<file path="src/hw/rtl/frms_pkg.sv">
// Shared widths, constants and control types of the frame RMS meter.
// No dependencies; every other RTL file but the assertion macro header imports it.
package frms_pkg;

  localparam int unsigned SAMPLE_W      = 24;
  localparam int unsigned PCM_W         = 16;
  localparam int unsigned LEVEL_W       = 16;
  localparam int unsigned SUM_W         = 59;
  localparam int unsigned SQ_W          = 47;
  localparam int unsigned FRAC_SHIFT    = 12;
  localparam int unsigned QUO_W         = SUM_W - FRAC_SHIFT;
  localparam int unsigned RAD_W         = 2 * LEVEL_W;
  localparam int unsigned ROOT_W        = LEVEL_W;
  localparam int unsigned CLAMP_W       = 21;
  localparam int unsigned Q_SHIFT       = 20;
  localparam int unsigned SCALE_SHIFT   = 15;
  localparam int unsigned SCALED_W      = CLAMP_W + SCALE_SHIFT;
  localparam int unsigned DIV_STEPS     = QUO_W;
  localparam int unsigned SQRT_STEPS    = RAD_W / 2;
  localparam int unsigned STEP_W        = $clog2(DIV_STEPS);
  localparam int unsigned DEF_MAX_FRAME = 4096;

  localparam logic [CLAMP_W-1:0] ONE_Q20 = CLAMP_W'(1) << Q_SHIFT;

  typedef struct packed {
    logic load_in;
    logic acc;
    logic div_step;
    logic sqrt_step;
    logic out_load;
    logic out_lvl;
  } frms_cmd_t;

  typedef struct packed {
    logic close;
    logic out_free;
  } frms_stat_t;

endpackage

</file>
<file path="src/hw/rtl/frms_in_if.sv">
// Input channel of the frame RMS meter: one sample beat with its frame mark.
// Depends on frms_pkg for the sample width.
interface frms_in_if;
  import frms_pkg::*;

  logic                       valid;
  logic                       ready;
  logic signed [SAMPLE_W-1:0] sample;
  logic                       last_in_frame;

  modport source (output valid, sample, last_in_frame, input ready);
  modport sink   (input valid, sample, last_in_frame, output ready);
endinterface

</file>
<file path="src/hw/rtl/frms_out_if.sv">
// Result channel of the frame RMS meter: PCM sample plus optional frame level.
// Depends on frms_pkg for the field widths.
interface frms_out_if;
  import frms_pkg::*;

  logic                    valid;
  logic                    ready;
  logic signed [PCM_W-1:0] pcm_sample;
  logic [LEVEL_W-1:0]      level;
  logic                    level_valid;

  modport source (output valid, pcm_sample, level, level_valid, input ready);
  modport sink   (input valid, pcm_sample, level, level_valid, output ready);
endinterface

</file>
<file path="src/hw/rtl/frms_ctrl.sv">
// Sequencer of the frame RMS meter: accept, accumulate, divide, root, emit.
// Depends on frms_pkg for the command and status structs.
module frms_ctrl (
  input  logic                 clk,
  input  logic                 rst_n,
  input  logic                 in_valid,
  output logic                 in_ready,
  input  frms_pkg::frms_stat_t stat,
  output frms_pkg::frms_cmd_t  cmd
);
  import frms_pkg::*;

  localparam logic [2:0] S_IDLE = 3'd0;
  localparam logic [2:0] S_ACC  = 3'd1;
  localparam logic [2:0] S_DIV  = 3'd2;
  localparam logic [2:0] S_SQRT = 3'd3;
  localparam logic [2:0] S_EMIT = 3'd4;

  logic [2:0]        state_r, state_nxt;
  logic [STEP_W-1:0] step_r, step_nxt;
  logic              closed_r, closed_nxt;

  assign in_ready = (state_r == S_IDLE);

  always_comb begin
    state_nxt  = state_r;
    step_nxt   = step_r;
    closed_nxt = closed_r;
    cmd        = '0;
    unique case (state_r)
      S_IDLE: begin
        if (in_valid) begin
          cmd.load_in = 1'b1;
          state_nxt   = S_ACC;
        end
      end
      S_ACC: begin
        cmd.acc    = 1'b1;
        closed_nxt = stat.close;
        step_nxt   = '0;
        if (stat.close) begin
          state_nxt = S_DIV;
        end else if (stat.out_free) begin
          cmd.out_load = 1'b1;
          state_nxt    = S_IDLE;
        end else begin
          state_nxt = S_EMIT;
        end
      end
      S_DIV: begin
        cmd.div_step = 1'b1;
        if (step_r == STEP_W'(DIV_STEPS - 1)) begin
          step_nxt  = '0;
          state_nxt = S_SQRT;
        end else begin
          step_nxt = step_r + STEP_W'(1);
        end
      end
      S_SQRT: begin
        cmd.sqrt_step = 1'b1;
        if (step_r == STEP_W'(SQRT_STEPS - 1)) begin
          step_nxt  = '0;
          state_nxt = S_EMIT;
        end else begin
          step_nxt = step_r + STEP_W'(1);
        end
      end
      S_EMIT: begin
        cmd.out_lvl = closed_r;
        if (stat.out_free) begin
          cmd.out_load = 1'b1;
          state_nxt    = S_IDLE;
        end
      end
      default: begin
        state_nxt = S_IDLE;
      end
    endcase
  end

  always_ff @(posedge clk) begin
    if (!rst_n) begin
      state_r  <= S_IDLE;
      step_r   <= '0;
      closed_r <= 1'b0;
    end else begin
      state_r  <= state_nxt;
      step_r   <= step_nxt;
      closed_r <= closed_nxt;
    end
  end
endmodule

</file>
<file path="src/hw/rtl/frms_dp.sv">
// Datapath of the frame RMS meter: PCM conversion, square accumulation,
// bit-serial divider, digit-serial square root and output register.
// Depends on frms_pkg; driven by frms_ctrl through frms_cmd_t.
module frms_dp #(
  parameter int unsigned MAX_FRAME = frms_pkg::DEF_MAX_FRAME
) (
  input  logic                                 clk,
  input  logic                                 rst_n,
  input  frms_pkg::frms_cmd_t                  cmd,
  output frms_pkg::frms_stat_t                 stat,
  input  logic signed [frms_pkg::SAMPLE_W-1:0] in_sample,
  input  logic                                 in_last,
  input  logic                                 out_ready,
  output logic                                 out_valid,
  output logic signed [frms_pkg::PCM_W-1:0]    out_pcm_sample,
  output logic [frms_pkg::LEVEL_W-1:0]         out_level,
  output logic                                 out_level_valid
);
  import frms_pkg::*;

  localparam int unsigned CNT_W = $clog2(MAX_FRAME + 1);

  // input stage
  logic                    neg;
  logic [SAMPLE_W-1:0]     mag;
  logic [CLAMP_W-1:0]      cmag;
  logic [SCALED_W-1:0]     scaled;
  logic [PCM_W-1:0]        pmag;
  logic [2*SAMPLE_W-1:0]   prod;
  logic [SQ_W-1:0]         sq_r;
  logic signed [PCM_W-1:0] pcm_r;
  logic                    last_r;

  // accumulation
  logic [SUM_W-1:0] sum_r;
  logic [CNT_W-1:0] cnt_r;
  logic [SUM_W:0]   sum_add;
  logic [SUM_W-1:0] sum_sat;
  logic [CNT_W-1:0] cnt_inc;

  // divider and root
  logic [QUO_W-1:0]    quo_r;
  logic [CNT_W-1:0]    div_r;
  logic [CNT_W-1:0]    rem_r;
  logic [CNT_W:0]      rem_sh;
  logic                rem_ge;
  logic [ROOT_W-1:0]   root_r;
  logic [ROOT_W:0]     srem_r;
  logic [ROOT_W+2:0]   srem_sh;
  logic [ROOT_W+2:0]   trial;
  logic                srem_ge;
  logic                lvl_sat;

  // output register
  logic                    out_valid_r;
  logic signed [PCM_W-1:0] out_pcm_r;
  logic [LEVEL_W-1:0]      out_level_r;
  logic                    out_lvl_r;

  // clamp to +-1.0, scale by 32767 on the magnitude, truncate toward zero
  always_comb begin
    neg    = in_sample[SAMPLE_W-1];
    mag    = neg ? (~in_sample + SAMPLE_W'(1)) : in_sample;
    cmag   = (mag > SAMPLE_W'(ONE_Q20)) ? ONE_Q20 : mag[CLAMP_W-1:0];
    scaled = {cmag, SCALE_SHIFT'(0)} - SCALED_W'(cmag);
    pmag   = scaled[SCALED_W-1 -: PCM_W];
    prod   = mag * mag;
  end

  assign sum_add = {1'b0, sum_r} + (SUM_W + 1)'(sq_r);
  assign sum_sat = sum_add[SUM_W] ? {SUM_W{1'b1}} : sum_add[SUM_W-1:0];
  assign cnt_inc = cnt_r + CNT_W'(1);

  assign stat.close    = last_r || (cnt_inc >= CNT_W'(MAX_FRAME));
  assign stat.out_free = !out_valid_r || out_ready;

  assign rem_sh  = {rem_r, quo_r[QUO_W-1]};
  assign rem_ge  = rem_sh >= {1'b0, div_r};
  assign srem_sh = {srem_r, quo_r[RAD_W-1 -: 2]};
  assign trial   = (ROOT_W + 3)'({root_r, 2'b01});
  assign srem_ge = srem_sh >= trial;
  assign lvl_sat = |quo_r[QUO_W-1:RAD_W];

  always_ff @(posedge clk) begin
    if (cmd.load_in) begin
      sq_r   <= prod[SQ_W-1:0];
      pcm_r  <= neg ? -$signed(pmag) : $signed(pmag);
      last_r <= in_last;
    end
  end

  always_ff @(posedge clk) begin
    if (!rst_n) begin
      sum_r <= '0;
      cnt_r <= '0;
    end else if (cmd.acc) begin
      if (stat.close) begin
        sum_r <= '0;
        cnt_r <= '0;
      end else begin
        sum_r <= sum_sat;
        cnt_r <= cnt_inc;
      end
    end
  end

  // divide (sum >> 12) by count one quotient bit a cycle, then take the root
  // of the low 32 quotient bits two radicand bits a cycle; the upper bits hold
  always_ff @(posedge clk) begin
    if (cmd.acc && stat.close) begin
      quo_r  <= sum_sat[SUM_W-1:FRAC_SHIFT];
      div_r  <= cnt_inc;
      rem_r  <= '0;
      root_r <= '0;
      srem_r <= '0;
    end else if (cmd.div_step) begin
      rem_r <= rem_ge ? CNT_W'(rem_sh - {1'b0, div_r}) : rem_sh[CNT_W-1:0];
      quo_r <= {quo_r[QUO_W-2:0], rem_ge};
    end else if (cmd.sqrt_step) begin
      srem_r <= srem_ge ? (ROOT_W + 1)'(srem_sh - trial) : srem_sh[ROOT_W:0];
      root_r <= {root_r[ROOT_W-2:0], srem_ge};
      quo_r  <= {quo_r[QUO_W-1:RAD_W], quo_r[RAD_W-3:0], 2'b00};
    end
  end

  always_ff @(posedge clk) begin
    if (!rst_n) begin
      out_valid_r <= 1'b0;
    end else if (cmd.out_load) begin
      out_valid_r <= 1'b1;
    end else if (out_ready) begin
      out_valid_r <= 1'b0;
    end
  end

  always_ff @(posedge clk) begin
    if (cmd.out_load) begin
      out_pcm_r   <= pcm_r;
      out_lvl_r   <= cmd.out_lvl;
      out_level_r <= !cmd.out_lvl ? '0 : (lvl_sat ? {LEVEL_W{1'b1}} : root_r);
    end
  end

  assign out_valid       = out_valid_r;
  assign out_pcm_sample  = out_pcm_r;
  assign out_level       = out_level_r;
  assign out_level_valid = out_lvl_r;
endmodule

</file>
<file path="src/hw/rtl/frame_rms_meter_with_pcm16_convert.sv">
// Frame RMS level meter with 16-bit PCM conversion. Every input beat (a signed
// Q3.20 sample and an end-of-frame mark) yields exactly one result beat: the
// sample clamped to [-1, 1], scaled by 32767 and truncated toward zero, and,
// on the beat that closes a frame, the frame RMS sqrt(sum of squares / count)
// in unsigned Q2.14, truncated and saturated to 65535 (level is zero on other
// beats). A frame closes on the marked sample or when it reaches MAX_FRAME
// samples. The square sum is kept on the unclamped samples and saturates.
// One sample is in work at a time. A sample that does not close a frame
// is accepted, then accumulated, and loads the output register once that is
// free. A closing sample is accepted, accumulated, run through the
// bit-serial divider (one quotient bit per cycle over the 47-bit scaled sum)
// and the digit-serial square root, and then loads the result. The
// next sample is accepted while a finished result still waits in the output
// register; a stalled output holds the block only once the next result is
// ready. Depends on frms_pkg, frms_in_if, frms_out_if, frms_ctrl and frms_dp.
module frame_rms_meter_with_pcm16_convert #(
  parameter int unsigned MAX_FRAME = frms_pkg::DEF_MAX_FRAME
) (
  input logic        clk,
  input logic        rst_n,
  frms_in_if.sink    in_ch,
  frms_out_if.source out_ch
);
  import frms_pkg::*;

  frms_cmd_t  cmd;
  frms_stat_t stat;

  // sequencer: owns the state and the divide/root step counter
  frms_ctrl u_ctrl (
    .clk      (clk),
    .rst_n    (rst_n),
    .in_valid (in_ch.valid),
    .in_ready (in_ch.ready),
    .stat     (stat),
    .cmd      (cmd)
  );

  // datapath: conversion, accumulation, divide, root and output register
  frms_dp #(
    .MAX_FRAME (MAX_FRAME)
  ) u_dp (
    .clk             (clk),
    .rst_n           (rst_n),
    .cmd             (cmd),
    .stat            (stat),
    .in_sample       (in_ch.sample),
    .in_last         (in_ch.last_in_frame),
    .out_ready       (out_ch.ready),
    .out_valid       (out_ch.valid),
    .out_pcm_sample  (out_ch.pcm_sample),
    .out_level       (out_ch.level),
    .out_level_valid (out_ch.level_valid)
  );
endmodule

</file>
<file path="src/flat_wrapper.sv">
// flat-port wrapper written by rule: the top's interface ports become plain ports
module frame_rms_meter_with_pcm16_convert_flat import frms_pkg::*;
#(
  parameter int unsigned MAX_FRAME = frms_pkg::DEF_MAX_FRAME
)
  (clk, rst_n, in_ch_valid, in_ch_sample, in_ch_last_in_frame, in_ch_ready, out_ch_valid, out_ch_pcm_sample, out_ch_level, out_ch_level_valid, out_ch_ready);
  frms_in_if in_ch_i ();
  frms_out_if out_ch_i ();
  input logic clk;
  input logic rst_n;
  input wire logic [$bits(in_ch_i.valid)-1:0] in_ch_valid;
  input wire logic [$bits(in_ch_i.sample)-1:0] in_ch_sample;
  input wire logic [$bits(in_ch_i.last_in_frame)-1:0] in_ch_last_in_frame;
  output wire logic [$bits(in_ch_i.ready)-1:0] in_ch_ready;
  output wire logic [$bits(out_ch_i.valid)-1:0] out_ch_valid;
  output wire logic [$bits(out_ch_i.pcm_sample)-1:0] out_ch_pcm_sample;
  output wire logic [$bits(out_ch_i.level)-1:0] out_ch_level;
  output wire logic [$bits(out_ch_i.level_valid)-1:0] out_ch_level_valid;
  input wire logic [$bits(out_ch_i.ready)-1:0] out_ch_ready;
  assign in_ch_i.valid = in_ch_valid;
  assign in_ch_i.sample = in_ch_sample;
  assign in_ch_i.last_in_frame = in_ch_last_in_frame;
  assign in_ch_ready = in_ch_i.ready;
  assign out_ch_valid = out_ch_i.valid;
  assign out_ch_pcm_sample = out_ch_i.pcm_sample;
  assign out_ch_level = out_ch_i.level;
  assign out_ch_level_valid = out_ch_i.level_valid;
  assign out_ch_i.ready = out_ch_ready;
  frame_rms_meter_with_pcm16_convert #(.MAX_FRAME(MAX_FRAME)) u_core (.clk(clk), .rst_n(rst_n), .in_ch(in_ch_i), .out_ch(out_ch_i));
endmodule
</file>
<file path="config.mk">
export PLATFORM = sky130hd
export DESIGN_NAME = frame_rms_meter_with_pcm16_convert_flat
export DESIGN_NICKNAME = d
export VERILOG_FILES = /design/src/hw/rtl/frms_pkg.sv /design/src/hw/rtl/frms_in_if.sv /design/src/hw/rtl/frms_out_if.sv /design/src/hw/rtl/frms_ctrl.sv /design/src/hw/rtl/frms_dp.sv /design/src/hw/rtl/frame_rms_meter_with_pcm16_convert.sv /design/src/flat_wrapper.sv
export SDC_FILE = /design/constraint.sdc
export NUM_CORES = 2
export LEC_CHECK = 0
export BUFFER_PORTS_ARGS = -buffer_cell sky130_fd_sc_hd__buf_2
export CAP_MARGIN = 20
export CORE_AREA = 2 2 259 261
export DETAILED_ROUTE_END_ITERATION = 8
export DIE_AREA = 0 0 261 263
export PLACE_DENSITY_LB_ADDON = 0.25
export SETUP_SLACK_MARGIN = 0.5
export SLEW_MARGIN = 15
export SYNTH_ARGS = -nofsm -noshare
export SYNTH_HDL_FRONTEND = slang
export SYNTH_SLANG_ARGS = --single-unit
</file>
<file path="constraint.sdc">
create_clock -name clk -period 15.79 [get_ports clk]
set_input_delay 4.737 -clock clk [delete_from_list [all_inputs] [get_ports clk]]
set_output_delay 4.737 -clock clk [all_outputs]
set_load 0.02 [all_outputs]
</file>
# After elaboration in Yosys (flattened, before gate mapping)

Index checks and enable logic that the tools add are counted.

Bits in registers: 286
Bits of input ports: 29
Output and inout bits: 35
Word-level logic and storage cells: 88

Add/sub/neg operators: 8
Multipliers: 1
Magnitude comparators: 4
Equality and inequality tests: 10
Multiplexer cells: 33
Bitwise logic cells: 2
Reduce and logical (&&, ||, !) cells: 12

Operator list:

| cell                                                                               | count |
|---|---|
| 59-bit 2-to-1 mux                                                                  | 2 |
| 47-bit 2-to-1 mux                                                                  | 2 |
| 59-bit by 47-bit adder with 60-bit output                                          | 1 |
| 24-bit by 24-bit multiplier with 47-bit output                                     | 1 |
| 36-bit by 21-bit subtractor with 36-bit output                                     | 1 |
| 16-bit 2-to-1 mux                                                                  | 2 |
| 32-bit 2-to-1 mux                                                                  | 1 |
| 13-bit 2-to-1 mux                                                                  | 2 |
| 24-bit by 2-bit adder with 24-bit output (second input constant)                   | 1 |
| 24-bit by 21-bit greater-than comparator with 1-bit output (second input constant) | 1 |
| 24-bit 2-to-1 mux                                                                  | 1 |
| 24-bit inverter                                                                    | 1 |
| 21-bit 2-to-1 mux                                                                  | 1 |
| 19-bit by 18-bit >= comparator with 1-bit output                                   | 1 |
| 3-bit 2-to-1 mux                                                                   | 6 |
| 6-bit case mux with 3 select lines                                                 | 1 |
| 17-bit 2-to-1 mux                                                                  | 1 |
| 17-bit subtractor                                                                  | 1 |
| 16-bit negation                                                                    | 1 |
| 3-bit case mux with 5 select lines                                                 | 1 |
| 15-bit OR reduction                                                                | 1 |
| 14-bit by 13-bit >= comparator with 1-bit output                                   | 1 |
| 13-bit by 1-bit adder with 13-bit output (second input constant)                   | 1 |
| 13-bit >= comparator (second input constant)                                       | 1 |
| 21 further kinds                                                                   | 37 |

# Depth between registers and ports, before layout

Depth after elaboration: 8
Depth in mapped cells: 37
Depth with buffers taken out: 34

# Cells and area by module

Synthesis repeated with hierarchy kept, for this count alone.

Cells, all modules: 3586
Area total of the unflattened synthesis: 32720.1 um^2

Modules (own cells, without submodules):

| module    | instances | cells an instance | area an instance (um^2) | sequential area each (um^2) |
|---|---|---|---|---|
| frms_dp   | 1         | 3509              | 32082.0                 | 7066.8 |
| frms_ctrl | 1         | 77                | 638.1                   | 200.2 |

# Least setup slack after synthesis

No wires, ideal clock.

Kind: input to register
Start point: input port in_ch_sample[0]
End point: register u_core.u_dp.sq_r[42] (data pin)
Setup time: 0.267 ns
Arrival time: 13.380 ns
Required time: 15.523 ns
Slack: 2.143 ns
Stages: 33
Path buffers: 4
Cell sequence: clkinv_1 clkbuf_1 ha_1 or4b_4 buf_6 or4_4 o21ai_0 xnor2_1 clkbuf_1 nand2_1 fa_1 inv_1 fa_1 fa_1 inv_1 fa_1 fa_1 inv_1 fa_1 fa_1 ha_1 clkbuf_1 a21o_1 a21oi_1 o21a_1 o32a_1 o21ai_0 a211o_1 a21oi_1 o21ai_0 a21oi_1 mux2i_1 a311oi_1

Longest elaborated chain between the ends: 4

Ends and longest elaborated chain:

| item                                               | line               | source |
|---|---|---|
| start, declared                                    | flat_wrapper.sv:12 | `input wire logic [$bits(in_ch_i.sample)-1:0] in_ch_sample;` |
| 24-bit inverter                                    | frms_dp.sv:63      | `mag = neg ? (~in_sample + SAMPLE_W'(1)) : in_sample;` |
| 24-bit by 2-bit adder with 24-bit output           | frms_dp.sv:63      |  |
| 24-bit 2-to-1 mux (*)                              | frms_dp.sv:63      |  |
| 24-bit by 24-bit multiplier with 47-bit output (*) | frms_dp.sv:67      | `prod = mag * mag;` |
| net u_core.u_dp.prod[42]                           | frms_dp.sv:29      | `logic [2*SAMPLE_W-1:0] prod;` |
| end signal, assigned                               | frms_dp.sv:86      | `sq_r <= prod[SQ_W-1:0];` |
| end, declared                                      | frms_dp.sv:30      | `logic [SQ_W-1:0] sq_r;` |

The timed path passes the listed nets; every way through them passes the cells marked *.
A chain may end at the register's enable or synchronous reset.

# Worst setup path after layout

Start point: input port in_ch_sample[0]
End point: register u_core.u_dp.sq_r[45] (data pin)

Same word-level chain as after synthesis.

==> results.cfg <==
[run_status]
status = finished, final reports clean

[clock_network]
cts_setup_buffers = 0
numCtsBuffers = 34
cts_tree = done
clk_latency_ns = 0.55
cts_buffer_depth = 3
clk_pin_slew_ns = 0.05
cts.sink_count = 285
cts_resized = 0
cts-root-buf = clkbuf_16
htree_levels = 2
holdBufCountCts = 0

[sta]
setup-tns-final_ns = 0
relSlewSlack_pct = 31.7
maxSlewViolCount = 0
fin_skew_ns = 0.0184
fin_crit_ns = 14.03
worstMarginPinSlew_ns = 1.02
fmax_mhz = 71.3
rsz0062_at_grt = no
hold_viol = 0
hold_slack_ns = 0.418
setup_viol = 0
fin_crit_sh_pct = 88.8

[worst_setup_path]
critPathMaxStageDelay_ns = 0.61
criticalPathCategory = primary input to flip-flop
worst_setup_path_end_kind = flip-flop
cp.arrival_ns = 14.44
critPathLaunchType = primary input
crit_required_ns = 16.20
crit_fanout = 18
path_common_cell = fa_1
critPathSlowestCell = or4_4

[synth]
synth_xor_area_share_pct = 4.16
yosys_warnings = 0
synthCells = 3702
synthFlopType = edfxtp_1
ys_seq_area_share_pct = 21.9
synthTopCellsByArea = fa_1 (26%), edfxtp_1 (14%), ha_1 (9.6%)
synth_top_area_share_pct = 26.0
synthAdderAreaFrac_pct = 35.6
yosysTopAreaCell = fa_1
yosysUniqueCellTypes = 92
synth.area.mux_share_pct = 0.587
synth-seq-cells = 285
synth_top_family_by_area = adder cells
syn_avg_cell_area_um2 = 8.98
synth-edff-count = 156
synth_most_common_cell = inv_1
syn_area_um2 = 33200
synth-compound-area-share_pct = 15.1
synthArstFlopShare_pct = 0
synth-simple-area-share_pct = 13.4
synth_common_cells = inv_1 (652), fa_1 (432), nand2_1 (381)

[global_route]
grtUsageTotal_pct = 24.9
grt_pass1_vias = 25900
overflow = 0
grt_pass1_wl_um = 136000
antenna_found_initial = 5
grt_max_degree = 64

[drt]
dr.pass1.iters = 6
drc = 0
vias = 25600
viasPerCell = 5.56
detail-route-antenna-nets = 0
wl_um = 84000
drt_iter0_drc = 1720
routedWlPerCell_um = 18.2

[floorplan]
core_um2 = 65600
num_rows = 94
dieArea_um2 = 68600
io_pins = 64
start_util_pct = 50.6
die_w_um = 261
die_y_um = 263

[min_path]
hp-class = flip-flop to flip-flop

[placed_design]
dp_hpwl_um = 64400
dp_cells = 4544
portBuffers = 63
globalplace.congestion = 0.910

[layout]
nets = 4434
final_util_pct = 54.4
fill_cells = 6116
area_growth_syn_to_layout_pct = 7.47
drive_gt1_share_pct = 5.80
instances_no_fill = 4613

[flow_run]
cap_violations = 0
==> placed cells by master (no fill, tap or decap), types with 41 or more instances in the layout <==
cell	Yosys	routed
o21ai_0	191	191
nor2_1	243	240
edfxtp_1	156	156
buf_4	0	50
a21o_1	75	75
nand2_1	381	380
xnor2_1	91	88
nand3_1	78	78
dfxtp_1	129	129
xor2_1	62	62
a21oi_1	197	196
fa_1	432	432
ha_1	255	255
a21boi_0	47	47
buf_2	6	63
nor2b_1	41	41
inv_1	652	652
==> flip-flops by register name (all words and copies together) (netlist names) <==
| register | flops |
|---|---|
| u_core.u_dp.sum_r | 59 |
| u_core.u_dp.out_level_valid | 1 |
| u_core.u_dp.last_r | 1 |
| u_core.u_dp.out_pcm_sample | 16 |
| u_core.u_dp.div_r | 13 |
| u_core.u_dp.out_valid | 1 |
| u_core.u_dp.quo_r | 47 |
| u_core.u_dp.pcm_r | 16 |
| u_core.u_dp.srem_r | 17 |
| u_core.u_ctrl.step_r | 6 |
| u_core.u_dp.cnt_r | 13 |
| u_core.u_dp.sq_r | 46 |
| u_core.u_ctrl.closed_r | 1 |
| u_core.u_dp.out_level | 16 |
| u_core.u_dp.rem_r | 13 |
| u_core.u_dp.root_r | 16 |
| u_core.u_ctrl.state_r | 3 |
==> routing by layer <==
metal	track usage, %	wire length, µm
met3	3.60	5050
met1	33.8	36700
met2	41.3	39600
met5	0	0
met4	7.48	2540
==> per-stage QoR <==
step	instance area [µm²]	setup slack, ns
6_report	35700	1.76
5_1_grt	35700	1.30
4_1_cts	35700	1.77
3_5_place_dp	34500	1.22
3_3_place_gp	34500	1.24
2_1_floorplan	33300	2.14
==> worst max-delay path, delay by kind of cell <==
kind	cells	cell delay, ns
adder cells (fa/ha/maj)	9	4.33
AO/OA/AOI/OAI	10	2.13
AND/OR/NAND/NOR	4	1.63
buffers and inverters	8	1.10
multiplexers	1	0.36
XOR/XNOR	1	0.13
==> worst paths after layout <==
path | slack (ns) | startpoint | to | depth (start not counted)
max | 1.76 | in_ch_sample[0] | u_core.u_dp.sq_r[45] | 33
min | 0.42 | u_core.u_dp.pcm_r[5] | u_core.u_dp.out_pcm_sample[5] | 0
max reg2reg | 11.32 | u_core.u_dp.sq_r[2] | u_core.u_dp.quo_r[38] | 11
min reg2reg | 0.42 | u_core.u_dp.pcm_r[5] | u_core.u_dp.out_pcm_sample[5] | 0
==> layout make-up <==
| cell class | count | area [µm²] | share of cell area (%) |
|---|---|---|---|
| well taps | 864 | 1080 | 3.03 |
| diodes | 5 | 12.5 | 0.0350 |
| flip-flops and latches | 285 | 7270 | 20.3 |
| multi-input cells | 2618 | 23000 | 64.4 |
| clock inverters | 18 | 179 | 0.501 |
| clock buffers | 44 | 951 | 2.66 |
| inverters | 664 | 2490 | 6.98 |
| repair buffers | 115 | 722 | 2.02 |
==> cell families after synthesis <==
kind of cell    count (synthesis)
mux                            19
buf+inv                       815
fa+ha+maj                     687
simple gates                  967
compound gates                772
other cells                     2
flops                         285
xor+xnor                      155
Power is left out: the tool's default activity adds up to more than one toggle a clock period on the data nets, which glitch-free logic cannot reach.
